**config.mk**
```make
export PLATFORM = sky130hd
export DESIGN_NAME = crc_remainder_long_division
export DESIGN_NICKNAME = d
export VERILOG_FILES = /design/src/rtl/crcrld_pkg.sv /design/src/rtl/crc_remainder_long_division.sv
export SDC_FILE = /design/constraint.sdc
export NUM_CORES = 1
export LEC_CHECK = 0
export BUFFER_PORTS_ARGS = -buffer_cell sky130_fd_sc_hd__buf_2
export CAP_MARGIN = 20
export CORE_ASPECT_RATIO = 0.5
export CORE_UTILIZATION = 58
export CTS_CLUSTER_SIZE = 10
export DETAILED_ROUTE_END_ITERATION = 10
export GPL_TIMING_DRIVEN = 0
export PLACE_DENSITY = 0.91
export SYNTH_ARGS = -nofsm -noshare
export SYNTH_HDL_FRONTEND = slang
export SYNTH_SLANG_ARGS = --single-unit
export TNS_END_PERCENT = 20
```
**constraint.sdc**
```tcl
create_clock -name clock -period 5.27 [get_ports clock]
set_clock_uncertainty 0.15 [all_clocks]
set_input_delay 1.054 -clock clock [delete_from_list [all_inputs] [get_ports clock]]
set_output_delay 1.054 -clock clock [all_outputs]
set_load 0.1 [all_outputs]
```
**src/rtl/crcrld_pkg.sv**
```systemverilog
// shared constants for the crc long division block
package crcrld_pkg;

   localparam int MSG_BITS = 48;
   localparam int GEN_BITS = 17;
   localparam int REM_BITS = GEN_BITS - 1;
   localparam int CNT_W    = $clog2(MSG_BITS + 1);
   localparam int IDX_W    = $clog2(MSG_BITS);
   localparam int SHA_W    = $clog2(REM_BITS);

   localparam logic CSR_GENERATOR = 1'b0;
   localparam logic CSR_GEN_LEN   = 1'b1;

   localparam logic [16:0] GENERATOR_RST = 17'd11;
   localparam logic [4:0]  GEN_LEN_RST   = 5'd4;

endpackage

```
**src/rtl/crc_remainder_long_division.sv**
```systemverilog
// crc remainder by bit-serial gf(2) long division with configurable generator
//
//   channel  direction  handshake              payload
//   req      in         req_valid / req_stall  req_message[47:0], req_msg_len[5:0]
//   rsp      out        rsp_valid / rsp_stall  rsp_remainder[15:0]
//   csr      in         csr_valid / csr_ready  csr_index, csr_wdata[16:0]
//
// one message bit per cycle through a single shift/xor register, top bit first
// an item goes through accept, one step per message bit (msg_len capped at 48)
// and the result load, with no steps at all when gen_len is below 2
// a new beat is taken while a finished result still waits in the output register
// a stalled result holds the finished remainder in the running state
// reset is synchronous and returns generator and gen_len to 11 and 4
module crc_remainder_long_division
   import crcrld_pkg::*;
(
   input  logic        clock,
   input  logic        reset,
   input  logic        req_valid,
   output logic        req_stall,
   input  logic [47:0] req_message,
   input  logic [5:0]  req_msg_len,
   output logic        rsp_valid,
   input  logic        rsp_stall,
   output logic [15:0] rsp_remainder,
   input  logic        csr_valid,
   output logic        csr_ready,
   input  logic        csr_index,
   input  logic [16:0] csr_wdata
);

   localparam logic ST_IDLE = 1'b0;
   localparam logic ST_RUN  = 1'b1;

   logic                state_ff, state_in;
   logic [CNT_W-1:0]    cnt_ff, cnt_in;
   logic [MSG_BITS-1:0] msg_ff, msg_in;
   logic [REM_BITS-1:0] rem_ff, rem_in;
   logic [REM_BITS-1:0] genl_ff, genl_in;
   logic [SHA_W-1:0]    sha_ff, sha_in;
   logic                rsp_valid_ff, rsp_valid_in;
   logic [REM_BITS-1:0] rsp_rem_ff, rsp_rem_in;
   logic [16:0]         generator_ff;
   logic [4:0]          gen_len_ff;

   logic                req_take;
   logic                out_free;
   logic [5:0]          glen_sat;
   logic [CNT_W-1:0]    mlen_sat;
   logic [IDX_W-1:0]    bit_idx;
   logic                fb;

   assign csr_ready = 1'b1;

   always_ff @(posedge clock) begin
      if (reset) begin
         generator_ff <= GENERATOR_RST;
         gen_len_ff   <= GEN_LEN_RST;
      end else if (csr_valid && csr_ready) begin
         unique case (csr_index)
            CSR_GENERATOR: generator_ff <= csr_wdata;
            CSR_GEN_LEN:   gen_len_ff   <= csr_wdata[4:0];
            default:       ;
         endcase
      end
   end

   assign req_stall = (state_ff != ST_IDLE);
   assign req_take  = req_valid && !req_stall;
   assign out_free  = !rsp_valid_ff || !rsp_stall;

   assign glen_sat = ({1'b0, gen_len_ff} > 6'(GEN_BITS)) ? 6'(GEN_BITS) : {1'b0, gen_len_ff};
   assign mlen_sat = (CNT_W'(req_msg_len) > CNT_W'(MSG_BITS)) ? CNT_W'(MSG_BITS)
                                                               : CNT_W'(req_msg_len);

   assign bit_idx = IDX_W'(cnt_ff - CNT_W'(1));
   // feedback: top of the running remainder against the next message bit
   assign fb      = rem_ff[REM_BITS-1] ^ msg_ff[bit_idx];

   always_comb begin
      state_in     = state_ff;
      cnt_in       = cnt_ff;
      msg_in       = msg_ff;
      rem_in       = rem_ff;
      genl_in      = genl_ff;
      sha_in       = sha_ff;
      rsp_valid_in = rsp_valid_ff && rsp_stall;
      rsp_rem_in   = rsp_rem_ff;
      unique case (state_ff)
         ST_IDLE: begin
            if (req_take) begin
               state_in = ST_RUN;
               msg_in   = req_message;
               rem_in   = '0;
               // remainder kept left aligned at the top of the register
               sha_in   = SHA_W'(6'(GEN_BITS) - glen_sat);
               genl_in  = generator_ff[REM_BITS-1:0] << sha_in;
               cnt_in   = (glen_sat < 6'd2) ? '0 : mlen_sat;
            end
         end
         ST_RUN: begin
            if (cnt_ff != '0) begin
               rem_in = (rem_ff << 1) ^ (fb ? genl_ff : '0);
               cnt_in = cnt_ff - CNT_W'(1);
            end else if (out_free) begin
               state_in     = ST_IDLE;
               rsp_valid_in = 1'b1;
               rsp_rem_in   = rem_ff >> sha_ff;
            end
         end
         default: state_in = ST_IDLE;
      endcase
   end

   always_ff @(posedge clock) begin
      if (reset) begin
         state_ff     <= ST_IDLE;
         cnt_ff       <= '0;
         rsp_valid_ff <= 1'b0;
      end else begin
         state_ff     <= state_in;
         cnt_ff       <= cnt_in;
         rsp_valid_ff <= rsp_valid_in;
      end
   end

   always_ff @(posedge clock) begin
      msg_ff     <= msg_in;
      rem_ff     <= rem_in;
      genl_ff    <= genl_in;
      sha_ff     <= sha_in;
      rsp_rem_ff <= rsp_rem_in;
   end

   assign rsp_valid     = rsp_valid_ff;
   assign rsp_remainder = rsp_rem_ff;

endmodule

```
=== Word-level counts from Yosys, hierarchy flattened ===
Cells that the tools add are included.

* Word-level logic and storage cells: 56
* Flip-flop bits (word level): 129
* Input port bits: 77

* Bitwise operators: 5
* Reductions and logical operators: 12
* $add $sub $neg: 2
* Equal/unequal tests: 2
* Shift-type cells: 2
* Mux-type cells: 19
* Order comparisons: 4

{| class="wikitable"
|+ Operator list
! kind !! count
|-
| 2-to-1 mux 16 bit || 3
|-
| one-hot mux 16 bit (2 select lines) || 1
|-
| 2-to-1 mux 6 bit || 4
|-
| << shifter 16 x 4 -> 16 bit || 1
|-
| >> shifter 16 x 4 -> 16 bit || 1
|-
| bitwise XOR 16 bit || 1
|-
| one-hot mux 6 bit (2 select lines) || 1
|-
| AND reduction 2 bit || 4
|-
| < comparator 6 x 7 -> 1 bit (second input constant) || 1
|-
| 2-to-1 mux 1 bit || 7
|-
| binary-select mux 1 bit (select 6 bit) || 1
|-
| greater-than comparator 6 bit (second input constant) || 1
|-
| nonzero test 6 bit || 1
|-
| subtractor 6 x 1 -> 6 bit (second input constant) || 1
|-
| greater-than comparator 5 bit (second input constant) || 1
|-
| < comparator 5 x 2 -> 1 bit (second input constant) || 1
|-
| 2-to-1 mux 5 bit || 1
|-
| subtractor 1 x 4 -> 4 bit (first input constant) || 1
|-
| zero test 1 bit || 3
|-
| NOT 1 bit || 3
|-
| AND reduction 3 bit || 1
|-
| logical AND 1 bit || 2
|-
| inequality test 2 x 1 -> 1 bit (second input constant) || 1
|-
| inequality test 2 bit (second input constant) || 1
|-
| 3 further kinds || 3
|}

=== Depth between registers and ports, before layout ===
Gate-level depths: netlist (run 1).

* Word-level depth: 8
* Mapped depth: 14
* Gate-level depth less buffers: 9

=== Worst setup path after synthesis (run 1) ===
No wires, ideal clock.

* Path kind: input port to flip-flop
* From: input port req_valid
* To: register genl_ff[0] (enable)
* Setup slack: 0.579 ns
* Library setup time: 0.501 ns
* Path buffers: 0
* Arrival time: 4.039 ns
* Stages: 1
* Cells stage by stage: nor2b_1

* Cells in the longest elaborated chain, start to end: 2

{| class="wikitable"
|+ Ends and longest elaborated chain
! what !! RTL line !! text
|-
| from (decl) || crc_remainder_long_division.sv:19 || <nowiki>input logic req_valid,</nowiki>
|-
| logical AND 1 bit || crc_remainder_long_division.sv:69 || <nowiki>assign req_take = req_valid && !req_stall;</nowiki>
|-
| AND reduction 2 bit (no source line) || - ||
|-
| to (signal assigned) || crc_remainder_long_division.sv:130 || <nowiki>genl_ff <= genl_in;</nowiki>
|-
| to (decl) || crc_remainder_long_division.sv:39 || <nowiki>logic [REM_BITS-1:0] genl_ff, genl_in;</nowiki>
|}

No other way between the ends.
A chain may end at the register's enable or synchronous reset.

=== Final worst setup path (run 1) ===
* From: register cnt_ff[0]
* To: register rem_ff[14], data pin

* Cells in the longest elaborated chain, start to end: 8

{| class="wikitable"
|+ Ends and longest elaborated chain
! what !! RTL line !! text
|-
| from (decl) || crc_remainder_long_division.sv:36 || <nowiki>logic [CNT_W-1:0] cnt_ff, cnt_in;</nowiki>
|-
| from (signal assigned) || crc_remainder_long_division.sv:122 || <nowiki>cnt_ff <= cnt_in;</nowiki>
|-
| subtractor 6 x 1 -> 6 bit || crc_remainder_long_division.sv:76 || <nowiki>assign bit_idx = IDX_W'(cnt_ff - CNT_W'(1));</nowiki>
|-
| binary-select mux 1 bit (select 6 bit) || crc_remainder_long_division.sv:78 || <nowiki>assign fb = rem_ff[REM_BITS-1] ^ msg_ff[bit_idx];</nowiki>
|-
| 2-to-1 mux 1 bit (not written as such) || crc_remainder_long_division.sv:78 ||
|-
| bitwise XOR 1 bit || crc_remainder_long_division.sv:78 ||
|-
| 2-to-1 mux 16 bit || crc_remainder_long_division.sv:103 || <nowiki>rem_in = (rem_ff << 1) ^ (fb ? genl_ff : '0);</nowiki>
|-
| bitwise XOR 16 bit || crc_remainder_long_division.sv:103 ||
|-
| 2-to-1 mux 16 bit || crc_remainder_long_division.sv:102 || <nowiki>if (cnt_ff != '0) begin</nowiki>
|-
| one-hot mux 16 bit (2 select lines) || crc_remainder_long_division.sv:89 || <nowiki>unique case (state_ff)</nowiki>
|-
| to (signal assigned) || crc_remainder_long_division.sv:129 || <nowiki>rem_ff <= rem_in;</nowiki>
|-
| to (decl) || crc_remainder_long_division.sv:38 || <nowiki>logic [REM_BITS-1:0] rem_ff, rem_in;</nowiki>
|}

No other way between the ends. The select of a mux whose other input is x is not followed.

==> impl_metrics.yaml, run 1 <==
min_path:
  min_path_cells: 2
  holdCritStartpoint: "gen_len_ff[0]"
  holdPathEnd: "gen_len_ff[0]"
  worst_hold_path_type: "reg -> reg"
synth:
  synth_seq_cells: 129
  synthArstFlopShare_pct: 0
  yosysWarningCount: 0
  syn_inst: 570
  synth_area_mm2: 0.00660
  synth_top_area_share_pct: 45.5
  yosysUniqueCellTypes: 58
  syn_nets: 649
  synth_ff_type: "edfxtp_1"
  yosysTopAreaCell: "edfxtp_1"
  synth-seq-area-share_pct: 54.3
  syn_avg_cell_area_um2: 11.6
  synth_area_leaders: "edfxtp_1 45%, mux2i_1 11%, dfxtp_1 8.8%"
  synth_edf_count: 100
final_layout:
  stdcell_count: 841
  finalNetCount: 762
  fin_util_pct: 71.2
  drive_gt1_share_pct: 24.1
  syn_to_final_growth_pct: 19.1
  num_antenna_cells: 0
clock_tree:
  postCtsSetupRepairBufs: 0
  cts_tree: "done"
  clockRootBuffer: "clkbuf_16"
  postCtsHoldBufs: 0
  clk_latency_ps: 420
  cts_resized: 0
  cts_made_buffers: 17
  clk_pin_slew_ps: 60
  clockBufferDepth: 2
  cts_max_level: 4
  clock_sinks: 129
routing:
  vias_per_cell: 5.88
  wl_per_cell_um: 16.8
  drt.antenna.violating_nets: 0
  dr.pass1.iters: 5
  drt-met1-wl_mm: 5.89
  drc: 0
  drtIter0Drc: 364
  vias: 4946
  met3WireLength_um: 933
  routed.top_layer: "met5"
  routed_wl_mm: 14.1
  wl_met2_mm: 6.96
global_routing:
  grt_max_degree: 41
  grt_pass1_wl_mm: 23.3
  grtUsageTotal_pct: 25.6
  grt_overflow: 0
  grt_pass1_vias: 4898
  antenna_found_initial: 1
floorplan:
  coreArea_mm2: 0.0110
  die-area_mm2: 0.0118
  rows: 27
  die_x_um: 153
  initial_core_util_pct: 59.8
  die_h_um: 77.4
  ios: 96
critical_path:
  worstPathArrival_ps: 3800
  worst-path-max-fanout: 10
  r2r_cells: 13
  reg2reg_from: "cnt_ff[0]"
  cp.required_ps: 5290
  cp-end-kind: "register"
  crit_type: "reg -> reg"
  cp-start-kind: "register"
  reg2reg_slack_ps: 1480
  r2r-end: "rem_ff[14]"
power:
  p_per_area_mw_per_mm2: 457
  p_leak_nw: 3.13
  p_total_mw: 3.59
  max-vdd-ir-drop_mv: 0.247
sta:
  worst_pin_slew_ps: 1020
  hold_viol_final: 0
  whs_ps: 308
  report.final.slew_viol_count: 0
  finalSetupViolations: 0
  relSlewSlack_pct: 32.3
  post-route-period-util_pct: 71.8
  min_period_ps: 3790
  max_freq_mhz: 264
  rsz0062_at_grt: "false"
placement:
  dp_hpwl_mm: 10.0
  port_buffers: 92
  place.gp.congestion: 0.925
  dp.cells: 809
run:
  max_cap_viol_count: 0
status:
  outcome: "finished, final reports clean"
-- power breakdown --
group	leakage [nW]	switching, mW	internal (mW)
combinational	1.64	0.671	0.455
clock	0.275	0.444	0.694
sequential	1.21	0.0830	1.24
total	3.13	1.20	2.39
-- how the worst max path moves through the flow --
stage	slack [ps]	start	cells after the start	endpoint
finish	1480	cnt_ff[0]	13	rem_ff[14]
CTS	1460	cnt_ff[0]	13	rem_ff[14]
global placement	-360	req_valid	2	msg_ff[13]
detailed placement	1510	cnt_ff[0]	13	rem_ff[14]
global route	1220	cnt_ff[0]	13	rem_ff[14]
floorplan	580	req_valid	1	genl_ff[0]
-- metal layers --
layer	global-route usage [%]	up-vias
met5	0	-
met4	12.2	2
met3	7.49	41
met2	44.1	199
met1	29.8	2362
li1	-	2342
-- cells by family (layout without fill, tap and decap cells) --
group                    after synthesis  count (layout)  synth area share [%]
AND/OR/NAND/NOR                      191             191                  13.8
adder cells (fa/ha/maj)                2               2                 0.379
flip-flops                           129             129                  54.3
multiplexers                          87              87                  15.2
AO/OA/AOI/OAI                        106             106                  11.1
other                                  1               1                0.0568
XOR/XNOR                               9               9                  1.54
buffers and inverters                 45             171                  3.70
-- cell type report --
cell class              instances  area [µm²]
plain buffers                  40         225
well taps                     145         181
clock inverters                13         138
inverters                       5        18.8
multi-input cells             396        2790
clock buffers                  19         433
repair buffers                 94         495
fillers                       746        3190
flip-flops and latches        129        3580
-- synthesized netlist by cell type, drive strengths merged (2+ instances only) --
master and instances:
ha 2, a211oi 21, o22ai 19, nor3 2
nand3b 8, a21oi 35, mux4 9, nor4 4
a311oi 2, clkbuf 24, a22oi 4, nor2 30
nand2b 18, mux2 5, dfxtp 29, xor2 2
xnor2 7, nor3b 4, o2111ai 4, a2bb2oi 2
inv 4, nand3 9, mux2i 73, a32oi 2
nand2 96, nor2b 8, or2b 2, edfxtp 100
and2 5, buf 14, and3 2, o21ai 11
-- registers in the layout, summed over array words and instances (netlist names) --
| signal | flops |
|---|---|
| rsp_valid | 1 |
| gen_len_ff | 5 |
| sha_ff | 4 |
| rsp_remainder | 16 |
| msg_ff | 48 |
| rem_ff | 16 |
| generator_ff | 16 |
| req_stall | 1 |
| genl_ff | 16 |
| cnt_ff | 6 |
-- cell usage in the layout, fill, tap and decap left out, types with 3 or more instances in the layout --
cell type / Yosys / layout
a21oi_1: 35 / 34
clkbuf_16: 0 / 17
nor4_1: 3 / 3
buf_4: 4 / 4
mux4_1: 3 / 3
o21ai_0: 11 / 11
nand2b_1: 18 / 18
inv_1: 3 / 3
xnor2_2: 3 / 3
buf_2: 4 / 96
nor2_1: 29 / 29
o22ai_1: 11 / 11
clkbuf_1: 23 / 25
mux4_2: 6 / 6
clkinv_2: 0 / 3
dfxtp_1: 29 / 29
clkinv_4: 0 / 4
edfxtp_1: 100 / 100
nand3b_1: 8 / 8
o2111ai_1: 3 / 3
mux2i_1: 73 / 73
a211oi_1: 21 / 21
nor3b_1: 4 / 4
and2_1: 5 / 5
nand2_1: 96 / 96
mux2_2: 5 / 5
xnor2_1: 4 / 4
nor2b_1: 8 / 7
buf_6: 3 / 3
a22oi_1: 4 / 4
nand3_1: 9 / 9
o22ai_2: 8 / 8
-- metrics by stage --
step | setup TNS [ps] | area [µm²] | worst slack [ps]
after floorplan | 0 | 6600 | 579
after global placement | -24100 | 7240 | -359
after detailed placement | 0 | 7290 | 1510
after CTS | 0 | 7860 | 1460
after global routing | 0 | 7860 | 1220
final | 0 | 7860 | 1480
-- critical path, stage by stage, from the launching register on --
cell       delay (ps)
dfxtp_1           320
buf_6             140
buf_8             140
clkinv_1          220
ha_1              360
buf_4             190
buf_2             310
mux4_1            350
o2111ai_1         250
nand4_2           240
xnor2_2           360
buf_6             210
o22ai_2           110
mux2i_1           160
(Power assumes the default switching activity.)
==> inputs of run 2 (changes only) <==
Settings changed: CORE_UTILIZATION 58 to 52, PLACE_DENSITY 0.91 to 0.87.
Clock period 5.27 ns to 3.1 ns, I/O delays scaled along.
==> run 2 against run 1 <==
Core utilization fell by 3.0 points; clock power rose by 91%; count of clock-buffer cells in the layout fell by 2; sequential share of layout area fell by 2.1 points; largest power group is now combinational cells; non-clock buffer count rose by 12; critical path depth did not move; combinational power rose by 110%; via count rose by 3.8%; register-to-register slack got worse by 1400 ps; power rose by 89%; maximum frequency rose by 25%; die area rose by 11%.
==> impl_metrics.yaml, run 2 (same netlist as run 1, synthesis figures left out) <==
final_layout:
  largest_reg_flops: 48
  stdcell_count: 873
  drive_gt1_share_pct: 28.2
  finalNetCount: 774
  syn_to_final_growth_pct: 24.9
  final_cell_mix: "100 x edfxtp_1, 96 x nand2_1, 95 x buf_2"
  regArea_mm2: 0.00359
  fillCellCount: 812
  fin_area_mm2: 0.00824
  multi_input_area_mm2: 0.00292
  final_common_cell: "edfxtp_1"
  num_antenna_cells: 0
  fin_util_pct: 68.2
  top_register: "msg_ff"
floorplan:
  rows: 28
  coreArea_mm2: 0.0121
  die-area_mm2: 0.0132
  die_x_um: 161
  initial_core_util_pct: 54.6
  die_h_um: 81.7
  ios: 96
placement:
  dp.cells: 829
  preCtsSetupSlack_ps: -571
  dp_hpwl_mm: 10.4
  port_buffers: 92
  place.gp.congestion: 0.912
  placed_area_mm2: 0.00733
critical_path:
  critical_path.max_stage_delay_ps: 500
  worstPathArrival_ps: 3050
  cp.required_ps: 3110
  crit_type: "reg -> reg"
  cp-start-kind: "register"
  r2r_cells: 13
  r2r-end: "rem_ff[4]"
  reg2reg_slack_ps: 60
  reg2reg_from: "cnt_ff[0]"
  cp_slowest_cell: "mux4_2"
  path_cells: "buf_6 -> buf_8 -> inv_8 -> ha_4 -> buf_6 -> buf_12 -> mux4_2 -> mux2i_2 -> o22ai_2 -> xnor2_2 -> buf_6 -> o22ai_1 -> mux2i_1"
  worst-path-max-fanout: 8
  cp-end-kind: "register"
  cp-startpoint: "cnt_ff[0]"
  cpMostUsedCell: "buf_6"
global_routing:
  grtUsageTotal_pct: 24.8
  grt_max_degree: 40
  grt_pass1_vias: 4993
  grt_pass1_wl_mm: 24.7
  grt_overflow: 0
  antenna_found_initial: 0
sta:
  max_freq_mhz: 329
  hold_viol_final: 0
  relSlewSlack_pct: 35.6
  report.final.slew_viol_count: 0
  worst_pin_slew_ps: 967
  rsz0062_at_grt: "true"
  finalSetupViolations: 0
  post-route-period-util_pct: 98.0
  postLayoutSetupSlackWorst_ps: 63.1
  min_period_ps: 3040
routing:
  wl_per_cell_um: 17.9
  vias_per_cell: 5.88
  vias: 5133
  drtIter0Drc: 525
  routed_wl_mm: 15.7
  drc: 0
  drt.antenna.violating_nets: 0
  dr.pass1.iters: 9
clock_tree:
  clk_pin_slew_ps: 60
  clk_latency_ps: 420
  clockBufferDepth: 2
  cts_tree: "done"
  clock_sinks: 129
  cts_made_buffers: 17
  cts_max_level: 4
  clockRootBuffer: "clkbuf_16"
status:
  outcome: "finished, final reports clean"
power:
  seq_power_share_pct: 33.3
  p_leak_nw: 3.26
  p_sw_mw: 2.23
  clockPowerShare_pct: 32.1
  comb_power_share_pct: 34.6
  p_total_mw: 6.79
  max-vdd-ir-drop_mv: 0.556
  switching_share_pct: 32.8
  power.internal_mw: 4.57
  p_per_area_mw_per_mm2: 824
min_path:
  holdPathEnd: "msg_ff[16]"
  holdCritStartpoint: "req_message[16]"
  worst_hold_path_type: "in -> reg"
  min_path_cells: 1
run:
  max_cap_viol_count: 0
==> run 2: per-layer routing <==
metal | vias to the layer above | wire length, µm | GRT usage [%] | part of all wire [%]
li1 | 2362 | - | - | -
met1 | 2429 | 6260 | 29.6 | 40
met2 | 285 | 7560 | 43.0 | 48
met3 | 57 | 1280 | 6.01 | 8.2
met4 | 0 | 549 | 12.9 | 3.5
met5 | - | 0 | 0 | 0
==> run 2: power groups by stage <==
stage                     Combinational (mW)  Sequential [mW]  Clock (mW)
after global routing                    2.49             2.28        2.26
after CTS                               2.23             2.26        2.18
after floorplan                         1.36             2.39           0
after global placement                  1.82             2.27           0
final                                   2.35             2.26        2.18
after detailed placement                1.89             2.28           0
==> run 2: what timing repair did <==
item | CTS | global route
hold buffers | 0 | 0
resized for setup | 28 | 11
endpoints found under the setup margin | 16 | 23
gates cloned | 1 | 1
buffers inserted | 8 | 2
pin swaps | 5 | 5
==> run 2: per-stage QoR <==
stage | hold WS [ps] | setup TNS, ps
floorplan | 282 | -359
global placement | 295 | -7260
detailed placement | 307 | -8120
CTS | 214 | 0
global route | 213 | -31.0
finish | 219 | 0
==> run 2: area by class of cell <==
type                            instances  area share (%)
Sequential cell                       129            43.5
Multi-Input combinational cell        396            35.4
Timing Repair Buffer                  106            7.54
Clock buffer                           17            5.16
Buffer                                 40            2.96
Clock inverter                         15            2.60
Tap cell                              165            2.50
Inverter                                5           0.319
==> run 2: critical path: cells and delay by family, from the launching register on <==
kind | cells | cell delay [ps]
muxes | 3 | 870
buffers and inverters | 6 | 650
DFF | 1 | 320
xor gates and xnor gates | 1 | 290
adders and majority gates | 1 | 250
AOI/OAI and AO/OA | 2 | 240
==> run 2: worst max-delay path by stage <==
stage,endpoint,cells after the start
finish,rem_ff[4],13
global route,rem_ff[15],13
CTS,rem_ff[11],13
detailed placement,rem_ff[11],13
global placement,rem_ff[7],13
floorplan,rem_ff[5],13
